### src/rtl/core/alls_pkg.sv
// ----------------------------------------------------------------------------
// alls_pkg
// Shared types and codes of the array-based linked list store.
// ----------------------------------------------------------------------------
package alls_pkg;

  localparam int unsigned KEY_W = 16;
  localparam int unsigned TAG_W = 8;
  localparam int unsigned CMD_W = 2;

  typedef enum logic [CMD_W-1:0] {
    CMD_ADD  = 2'd0,
    CMD_DEL  = 2'd1,
    CMD_FIND = 2'd2
  } cmd_t;

  typedef enum logic [2:0] {
    ST_IDLE,
    ST_SCAN,
    ST_ADD_LINK,
    ST_WALK,
    ST_FINISH
  } state_t;

  typedef struct packed {
    logic [KEY_W-1:0] key;
    logic [TAG_W-1:0] tag;
  } entry_t;

endpackage

### src/rtl/core/alls_item_if.sv
// ----------------------------------------------------------------------------
// alls_item_if
// Command channel of the linked list store: valid/ready plus command fields.
// ----------------------------------------------------------------------------
interface alls_item_if;
  import alls_pkg::*;

  logic             valid;
  logic             ready;
  logic [CMD_W-1:0] cmd;
  logic [KEY_W-1:0] train_key;
  logic [TAG_W-1:0] tag_code;

  modport source (output valid, output cmd, output train_key, output tag_code,
                  input ready);
  modport sink   (input valid, input cmd, input train_key, input tag_code,
                  output ready);
endinterface

### src/rtl/core/alls_result_if.sv
// ----------------------------------------------------------------------------
// alls_result_if
// Result channel of the linked list store: valid/ready plus status flags.
// ----------------------------------------------------------------------------
interface alls_result_if;
  logic valid;
  logic ready;
  logic ok;
  logic list_empty;

  modport source (output valid, output ok, output list_empty, input ready);
  modport sink   (input valid, input ok, input list_empty, output ready);
endinterface

### src/rtl/core/array_linked_list_store.sv
// ----------------------------------------------------------------------------
// array_linked_list_store
// Singly linked list of key/tag entries held in a table of SLOTS slots.
// ----------------------------------------------------------------------------
// One command is in work at a time and each gives exactly one result. Add
// scans the slot-used bits one slot per cycle for the lowest free slot, then
// links it after the tail, or finishes without a slot when the table is full.
// Delete and find walk the list through the entry memories at one slot per
// cycle (the registered read of the link memory sets this loop); an empty
// list or an unused command goes straight to the result. A finished result
// sits in an output register and the next command is taken in the cycle
// after the finished one has been loaded there. Slot 0 is the head; its link
// is kept in a register, so no clearing pass is needed after reset.
// ----------------------------------------------------------------------------
module array_linked_list_store
  import alls_pkg::*;
#(
  parameter int unsigned SLOTS = 16
) (
  input  logic          clk,
  input  logic          rst,
  alls_item_if.sink     item,
  alls_result_if.source result
);

  localparam int unsigned IW = (SLOTS > 2) ? $clog2(SLOTS) : 1;
  localparam logic [IW-1:0] LAST_SLOT = IW'(SLOTS - 1);
  localparam logic [IW-1:0] HEAD_SLOT = '0;

  // Entry memories
  entry_t        data_mem [SLOTS];
  logic [IW-1:0] link_mem [SLOTS];

  // Control and datapath registers
  state_t           state, state_next;
  logic [CMD_W-1:0] cmd_q, cmd_next;
  logic [KEY_W-1:0] key_q, key_next;
  logic [TAG_W-1:0] tag_q, tag_next;
  logic [IW-1:0]    scan_idx, scan_idx_next;
  logic [IW-1:0]    cur, cur_next;
  logic [IW-1:0]    prev, prev_next;
  logic [IW-1:0]    head, head_next;
  logic [IW-1:0]    tail, tail_next;
  logic [SLOTS-1:0] slot_used, slot_used_next;
  logic             op_ok, op_ok_next;
  logic             res_valid, res_valid_next;
  logic             res_ok, res_ok_next;
  logic             res_empty, res_empty_next;

  // Memory ports
  logic          dmem_we;
  logic [IW-1:0] dmem_addr;
  entry_t        dmem_wdata;
  logic          lmem_we;
  logic [IW-1:0] lmem_addr;
  logic [IW-1:0] lmem_wdata;
  logic [IW-1:0] rd_addr;
  entry_t        entry_q;
  logic [IW-1:0] link_q;

  // Follow the link as it comes out of memory; otherwise start at the head.
  assign rd_addr = (state == ST_WALK) ? link_q : head;

  always_ff @(posedge clk) begin
    if (dmem_we) begin
      data_mem[dmem_addr] <= dmem_wdata;
    end
    entry_q <= data_mem[rd_addr];
  end

  always_ff @(posedge clk) begin
    if (lmem_we) begin
      link_mem[lmem_addr] <= lmem_wdata;
    end
    link_q <= link_mem[rd_addr];
  end

  always_ff @(posedge clk) begin
    if (rst) begin
      state     <= ST_IDLE;
      head      <= HEAD_SLOT;
      tail      <= HEAD_SLOT;
      slot_used <= SLOTS'(1);
      res_valid <= 1'b0;
    end else begin
      state     <= state_next;
      head      <= head_next;
      tail      <= tail_next;
      slot_used <= slot_used_next;
      res_valid <= res_valid_next;
    end
    cmd_q     <= cmd_next;
    key_q     <= key_next;
    tag_q     <= tag_next;
    scan_idx  <= scan_idx_next;
    cur       <= cur_next;
    prev      <= prev_next;
    op_ok     <= op_ok_next;
    res_ok    <= res_ok_next;
    res_empty <= res_empty_next;
  end

  always_comb begin
    state_next     = state;
    cmd_next       = cmd_q;
    key_next       = key_q;
    tag_next       = tag_q;
    scan_idx_next  = scan_idx;
    cur_next       = cur;
    prev_next      = prev;
    head_next      = head;
    tail_next      = tail;
    slot_used_next = slot_used;
    op_ok_next     = op_ok;
    res_ok_next    = res_ok;
    res_empty_next = res_empty;
    res_valid_next = res_valid && !result.ready;
    dmem_we        = 1'b0;
    dmem_addr      = scan_idx;
    dmem_wdata     = '{key: key_q, tag: tag_q};
    lmem_we        = 1'b0;
    lmem_addr      = scan_idx;
    lmem_wdata     = HEAD_SLOT;
    item.ready     = 1'b0;

    unique case (state)
      ST_IDLE: begin
        item.ready = 1'b1;
        if (item.valid) begin
          cmd_next      = item.cmd;
          key_next      = item.train_key;
          tag_next      = item.tag_code;
          scan_idx_next = IW'(1);
          prev_next     = HEAD_SLOT;
          cur_next      = head;
          op_ok_next    = 1'b0;
          unique case (item.cmd)
            CMD_ADD:  state_next = ST_SCAN;
            CMD_DEL,
            CMD_FIND: state_next = (head == HEAD_SLOT) ? ST_FINISH : ST_WALK;
            default:  state_next = ST_FINISH;
          endcase
        end
      end

      ST_SCAN: begin
        if (!slot_used[scan_idx]) begin
          dmem_we                  = 1'b1;
          lmem_we                  = 1'b1;
          slot_used_next[scan_idx] = 1'b1;
          cur_next                 = scan_idx;
          state_next               = ST_ADD_LINK;
        end else if (scan_idx == LAST_SLOT) begin
          state_next = ST_FINISH;
        end else begin
          scan_idx_next = scan_idx + IW'(1);
        end
      end

      ST_ADD_LINK: begin
        // Append after the tail, or after the head when the list is empty.
        if (tail == HEAD_SLOT) begin
          head_next = cur;
        end else begin
          lmem_we    = 1'b1;
          lmem_addr  = tail;
          lmem_wdata = cur;
        end
        tail_next  = cur;
        op_ok_next = 1'b1;
        state_next = ST_FINISH;
      end

      ST_WALK: begin
        if (entry_q.key == key_q) begin
          op_ok_next = 1'b1;
          state_next = ST_FINISH;
          if (cmd_q == CMD_DEL) begin
            // Unlink the hit and free its slot.
            if (prev == HEAD_SLOT) begin
              head_next = link_q;
            end else begin
              lmem_we    = 1'b1;
              lmem_addr  = prev;
              lmem_wdata = link_q;
            end
            slot_used_next[cur] = 1'b0;
            if (tail == cur) begin
              tail_next = prev;
            end
          end
        end else if (link_q == HEAD_SLOT) begin
          state_next = ST_FINISH;
        end else begin
          prev_next = cur;
          cur_next  = link_q;
        end
      end

      ST_FINISH: begin
        // Hold until the output register is free.
        if (!res_valid || result.ready) begin
          res_valid_next = 1'b1;
          res_ok_next    = op_ok;
          res_empty_next = (head == HEAD_SLOT);
          state_next     = ST_IDLE;
        end
      end

      default: state_next = ST_IDLE;
    endcase
  end

  assign result.valid      = res_valid;
  assign result.ok         = res_ok;
  assign result.list_empty = res_empty;

  // The head slot is never released.
  a_head_used: assert property (@(posedge clk) disable iff (rst) slot_used[0])
    else $error("head slot marked free");

  // An empty list has its tail at the head, and the reverse.
  a_tail_head: assert property (@(posedge clk) disable iff (rst)
    (head == HEAD_SLOT) == (tail == HEAD_SLOT))
    else $error("head and tail disagree on an empty list");

  // A transfer in starts work; no second command is taken in the next cycle.
  a_one_cmd: assert property (@(posedge clk) disable iff (rst)
    (item.valid && item.ready) |=> !item.ready)
    else $error("command taken while another is in work");

  // A tail that is not the head always points at a used slot.
  a_tail_used: assert property (@(posedge clk) disable iff (rst)
    slot_used[tail])
    else $error("tail points at a free slot");

endmodule

### src/flat_wrapper.sv
// flat-port wrapper written by rule: the top's interface ports become plain ports
module array_linked_list_store_flat import alls_pkg::*;
#(
  parameter int unsigned SLOTS = 16
)
  (clk, rst, item_valid, item_cmd, item_train_key, item_tag_code, item_ready, result_valid, result_ok, result_list_empty, result_ready);
  alls_item_if item_i ();
  alls_result_if result_i ();
  input  logic clk;
  input  logic rst;
  input wire logic [$bits(item_i.valid)-1:0] item_valid;
  input wire logic [$bits(item_i.cmd)-1:0] item_cmd;
  input wire logic [$bits(item_i.train_key)-1:0] item_train_key;
  input wire logic [$bits(item_i.tag_code)-1:0] item_tag_code;
  output wire logic [$bits(item_i.ready)-1:0] item_ready;
  output wire logic [$bits(result_i.valid)-1:0] result_valid;
  output wire logic [$bits(result_i.ok)-1:0] result_ok;
  output wire logic [$bits(result_i.list_empty)-1:0] result_list_empty;
  input wire logic [$bits(result_i.ready)-1:0] result_ready;
  assign item_i.valid = item_valid;
  assign item_i.cmd = item_cmd;
  assign item_i.train_key = item_train_key;
  assign item_i.tag_code = item_tag_code;
  assign item_ready = item_i.ready;
  assign result_valid = result_i.valid;
  assign result_ok = result_i.ok;
  assign result_list_empty = result_i.list_empty;
  assign result_i.ready = result_ready;
  array_linked_list_store #(.SLOTS(SLOTS)) u_core (.clk(clk), .rst(rst), .item(item_i), .result(result_i));
endmodule
### config.mk
export PLATFORM = sky130hd
export DESIGN_NAME = array_linked_list_store_flat
export DESIGN_NICKNAME = d
export VERILOG_FILES = /design/src/rtl/core/alls_pkg.sv /design/src/rtl/core/alls_item_if.sv /design/src/rtl/core/alls_result_if.sv /design/src/rtl/core/array_linked_list_store.sv /design/src/flat_wrapper.sv
export SDC_FILE = /design/constraint.sdc
export NUM_CORES = 1
export LEC_CHECK = 0
export ABC_AREA = 1
export BUFFER_PORTS_ARGS = -buffer_cell sky130_fd_sc_hd__buf_2
export CORE_AREA = 2 2 204 146
export DETAILED_ROUTE_END_ITERATION = 10
export DIE_AREA = 0 0 206 148
export GPL_TIMING_DRIVEN = 1
export PLACE_DENSITY = 0.76
export SYNTH_ARGS = -nofsm -noshare
export SYNTH_HDL_FRONTEND = slang
export SYNTH_SLANG_ARGS = --single-unit
### constraint.sdc
create_clock -name clk -period 3.44 [get_ports clk]
set_input_delay 0.344 -clock clk [delete_from_list [all_inputs] [get_ports clk]]
set_output_delay 0.344 -clock clk [all_outputs]
set_load 0.01 [all_outputs]
Word level (Yosys, flattened, before mapping)
Memories as Yosys holds them, arrays and structs flattened. A register that Yosys moved wholly into a read port is not among the register bits.
Cells that the tools add are included.
Widths: inputs -> output; s select.
{"block": "op_classes", "reduce_logical": 29, "order_cmp": 4, "n_addsub": 1, "n_mux": 69, "eq_ne": 24, "bitwise": 3}
{"operator": "$mux 4", "n": 26}
{"operator": "$mux 16", "n": 3}
{"operator": "$pmux 4 s2", "n": 6}
{"operator": "$pmux 16 s2", "n": 1}
{"operator": "$mux 3", "n": 7}
{"operator": "$reduce_and 4->1", "n": 5}
{"operator": "$mux 1", "n": 18}
{"operator": "$ne 2x2->1 const B", "n": 9}
{"operator": "$and 16x16->16", "n": 1}
{"operator": "$eq 16x16->1", "n": 1}
{"operator": "$logic_not 4->1", "n": 4}
{"operator": "$not 16->16", "n": 1}
{"operator": "$or 16x16->16", "n": 1}
{"operator": "$pmux 3 s5", "n": 1}
{"operator": "$pmux 4 s3", "n": 1}
{"operator": "$lt 4x5->1 const B", "n": 2}
{"operator": "$reduce_and 5->1", "n": 2}
{"operator": "$demux 1 s4", "n": 2}
{"operator": "$ge 4x1->1 const B", "n": 2}
{"operator": "$reduce_bool 2->1", "n": 4}
{"operator": "$eq 3x2->1 const B", "n": 2}
{"operator": "$ne 2x1->1 const B", "n": 3}
{"operator": "$ne 3x3->1 const B", "n": 2}
{"operator": "$pmux 1 s3", "n": 2}
{"operator": "other kinds (18)", "n": 24}
{"block": "word_totals", "memories": 2, "inputBits": 30, "mem_bits_rw": 448, "reg_bits": 69, "elab_cells": 146, "output_inout_bits": 4}
{"memory": "u_core.data_mem", "depth": 16, "width": 24, "rd": 1, "rd_clocked_by_memory_dff": 1, "wr": 1, "line_no": "array_linked_list_store.sv:31", "source": "entry_t data_mem [SLOTS];"}
{"memory": "u_core.link_mem", "depth": 16, "width": 4, "rd": 1, "rd_clocked_by_memory_dff": 1, "wr": 1, "line_no": "array_linked_list_store.sv:32", "source": "logic [IW-1:0] link_mem [SLOTS];"}

Depth between registers and ports, before layout
{"block": "depth", "ltp_word": 9, "mapped_depth": 14, "ltp_nobuf": 14}

Least setup slack after synthesis
Ideal clock, no wire load.
{"block": "synth_path", "kind": "reg-to-reg", "from": "reg u_core.scan_idx[0] (netlist: u_core.dmem_addr[0])", "to": "mem u_core.data_mem[3][10] (netlist bit) (enable)", "setup_slack_ns": 0.435, "period_less_slack_ns": 3.005, "t_required_ns": 3.031, "arrival_ns": 2.595, "path_buffers": 3, "path_stages_with_launch": 11, "setup_time_ns": 0.409, "path_cell_list": "edfxtp_1 -> buf_2 -> buf_6 -> o211ai_1 -> nand2_1 -> nand2_1 -> nand2_1 -> nor2_2 -> nand2_2 -> buf_2 -> nor3_1"}
{"block": "synth_between", "elab_chain_cells": 6}
{"element": "start: declaration", "line_no": "array_linked_list_store.sv:39", "source": "logic [IW-1:0] scan_idx, scan_idx_next;"}
{"element": "start signal: assignment", "line_no": "array_linked_list_store.sv:95", "source": "scan_idx <= scan_idx_next;"}
{"element": "$bmux 1 s4", "line_no": "array_linked_list_store.sv:147", "source": "if (!slot_used[scan_idx]) begin"}
{"element": "$mux 1 (not written as such)", "line_no": "array_linked_list_store.sv:147"}
{"element": "$mux 1", "line_no": "array_linked_list_store.sv:147"}
{"element": "$mux 1", "line_no": "array_linked_list_store.sv:126", "source": "unique case (state)"}
{"element": "$mux 1", "line_no": "array_linked_list_store.sv:65", "source": "if (dmem_we) begin"}
{"element": "$mux 1 (not written as such)", "line_no": "array_linked_list_store.sv:66", "source": "data_mem[dmem_addr] <= dmem_wdata;"}
{"element": "end: declaration", "line_no": "array_linked_list_store.sv:31"}
Parallel ways exist; a longest one is shown, timed or not. The select of a mux whose other input is x is not followed.

Final worst setup path
{"block": "layout_path", "from": "reg u_core.key_q[8]", "to": "mem u_core.link_mem[4][2] (netlist bit) (enable)"}
{"block": "layout_between", "elab_chain_cells": 5, "elab_cells_between_ends": 7, "classes_between": "eq/ne (1); mux (6)"}
{"element": "start: declaration", "line_no": "array_linked_list_store.sv:37", "source": "logic [KEY_W-1:0] key_q, key_next;"}
{"element": "start signal: assignment", "line_no": "array_linked_list_store.sv:93", "source": "key_q <= key_next;"}
{"element": "$eq 16x16->1 *", "line_no": "array_linked_list_store.sv:175", "source": "if (entry_q.key == key_q) begin"}
{"element": "$mux 1", "line_no": "array_linked_list_store.sv:175"}
{"element": "$pmux 1 s3", "line_no": "array_linked_list_store.sv:126"}
{"element": "$mux 1", "line_no": "array_linked_list_store.sv:72", "source": "if (lmem_we) begin"}
{"element": "$mux 1 (not written as such)", "line_no": "array_linked_list_store.sv:73", "source": "link_mem[lmem_addr] <= lmem_wdata;"}
{"element": "end: declaration", "line_no": "array_linked_list_store.sv:32"}
Every way passes the cells marked *; elsewhere a longest branch is shown, timed or not.

==> results_dict.tcl <==
set metrics [dict create \
    fin_crit_sh_pct 89.2 \
    grt_pass1_wl_mm 61.8 \
    cts_resized 0 \
    utilization_pct 66.3 \
    finalMaxSlewViolations 0 \
    multi_input_area_um2 4570 \
    cpPeakStageDelay_ns 0.68 \
    yosysTopAreaCell "edfxtp_1" \
    antenna_cells 0 \
    cp.required_ns 3.63 \
    synth_seq_cells 401 \
    drtIter0Drc 1643 \
    worstPathCellList "inv_1 -> nand2_1 -> nand2_1 -> nor2_1 -> nand2_1 -> nor2_1 -> nand4_1 -> nand3_1 -> nand2_1 -> nor2_1 -> inv_1 -> nor2_1" \
    layout-drive-gt1-share_pct 10.4 \
    drc 0 \
    outcome "finished, final reports clean" \
    path_clk_slew_ns 0.07 \
    p_leak_uw 0.00644 \
    max_cap_viol_count 0 \
    syn-num-nets 1561 \
    routed_via_density 5.97 \
    r2r_cells 12 \
    worstSkewPairLatency_ns 0.54 \
    critPathCaptureType "flop" \
    ys_warn_count 0 \
    seq_area_frac_synth_pct 68.7 \
    grt_usage_pct 27.0 \
    dr.pass1.iters 6 \
    synth_common_cells "edfxtp_1, nor2_1, o21ai_0" \
    cts_buffer_depth 3 \
    dp_hpwl_mm 22.5 \
    h-tree-depth 2 \
    final-hold-violation-count 0 \
    synth_enable_flop_cells 353 \
    synth.distinct_cells 34 \
    period_needed_ns 3.07 \
    root_buffer "clkbuf_16" \
    final_cell_area_um2 18900 \
    rsz0062_at_grt "no" \
    critPathLaunchType "flop" \
    row_count 52 \
    synth_top_area_share_pct 63.0 \
    cts.sinks 401 \
    port_buffers 25 \
    syn_inst 1525 \
    pin_count 34 \
    gp_congestion 0.902 \
    numCtsBuffers 37 \
    fmax_mhz 326 \
    cp.arrival_ns 3.26 \
    synthTopCellsByArea "edfxtp_1, nor2_1, o21ai_0" \
    setup_viol 0 \
    p_per_area_nw_per_um2 835 \
    crit_type "reg2reg" \
    grt_max_degree 121 \
    die_width_um 206 \
    power.total_uw 15800 \
    worst_path_max_delay_cell "edfxtp_1" \
    async_flop_share_pct 0 \
    grt_pass1_vias 10882 \
    core_area_um2 28500 \
    syn_area_per_cell_um2 11.0 \
    fp.dieArea_um2 30500 \
    hold_class "in2reg" \
    wl_mm 40.5 \
    place_area_um2 17600 \
    antenna_found_initial 0 \
    tns_ns 0 \
    yosysMostFrequentCell "edfxtp_1" \
    cts_tree "done" \
    via_count 11818 \
    area.sequential_um2 11600 \
    peakVddDrop_v 0.000602 \
    initial_core_util_pct 59.0 \
    whs_path_depth 1 \
    syn_area_um2 16800 \
    ant_nets 0 \
    wl_per_cell_um 20.5 \
    area_growth_pct 12.3 \
    slew_headroom_pct 49.8 \
    final.setup_skew_ns 0.0165 \
    tightest_slew_ns 0.750 \
    critPathMaxFanout 18 \
    synthFlopType "edfxtp_1" \
    nNetsFinal 1611 \
    grt_overflow 0 \
    n_fill_cell 2081 \
    fp.dieH_um 148 \
]
per-stage QoR:
| stage | hold WS, ns | cells | worst slack, ns |
|---|---|---|---|
| global placement | 0.434 | 1902 | 0.587 |
| floorplan | 0.400 | 1525 | 0.435 |
| CTS | 0.000215 | 1981 | 0.457 |
| finish | 0.0160 | 1981 | 0.372 |
| detailed placement | 0.408 | 1902 | 0.483 |
| global route | 0.00653 | 1981 | 0.0528 |
registers in the layout (all words and copies together), names as in the netlist, 2 cells and up:
signal and count:
u_core.cmd_q 2, u_core.cur 4, u_core.data_mem 256, u_core.dmem_addr 4, u_core.entry_q 16, u_core.head 4, u_core.key_q 16, u_core.link_mem 64
u_core.link_q 4, u_core.prev 4, u_core.slot_used 16, u_core.state 3, u_core.tail 4
cell families after synthesis:
logic type,synth area share (%)
and+or+nand+nor,13.1
DFF,68.7
AOI/OAI and AO/OA,12.9
buffers and inverters,4.57
adders and majority gates,0.446
xor gates and xnor gates,0.260
metal layers:
metal,up-vias,routed length (um),GRT usage [%]
li1,5488,-,-
met1,5633,17200,40.6
met3,92,4190,4.94
met5,-,0,0
met4,0,1090,8.46
met2,605,18100,40.3
worst max-delay path: cells and delay by family, from the launching register on:
family / cells / cell delay [ns]
flip-flops: 1 / 0.68
AND/OR/NAND/NOR: 10 / 1.84
buffers and inverters: 2 / 0.17
power by group:
group          total [uW]  internal (uW)  switching [uW]
Sequential           6470           6080             383
Clock                4080           2330            1760
Combinational        5240           1550            3690
worst paths after layout:
check                           slack [ns]                              end                       from
worst min-delay path                  0.02        u_core.key_q[1]$_DFFE_PP_          item_train_key[1]
worst max register to register        0.37  u_core.link_mem[4][2]$_DFFE_PP_  u_core.key_q[8]$_DFFE_PP_
worst max-delay path                  0.37  u_core.link_mem[4][2]$_DFFE_PP_  u_core.key_q[8]$_DFFE_PP_
worst min register to register        0.42       u_core.result.ok$_DFFE_PP_     u_core.op_ok$_DFFE_PP_
cell usage in the layout, fill, tap and decap left out, types with 7 or more instances in the layout:
master,instances
clkbuf_1,7
nand2_1,148
edfxtp_1,353
dlygate4sd3_1,12
buf_2,25
o21ai_0,193
o21ai_1,33
nand3_1,52
o221ai_1,23
inv_1,100
a21oi_1,43
clkinv_2,7
dfxtp_1,48
clkbuf_16,38
nor2_1,320
nor2_2,16
o211ai_1,70
buf_4,48
repair_timing:
action / in CTS / in global routing
hold endpoints to repair: 12 / 0
setup buffers: 0 / 0
hold buffers: 12 / 0
layout make-up:
type	instances	area share (%)
clock buffers	48	5.39
clock inverters	19	0.954
inverters	104	2.07
multi-input cells	941	24.2
flip-flops and latches	401	61.2
well taps	378	2.50
repair buffers	90	3.73
No activity file was read; power rests on OpenSTA's default activity.
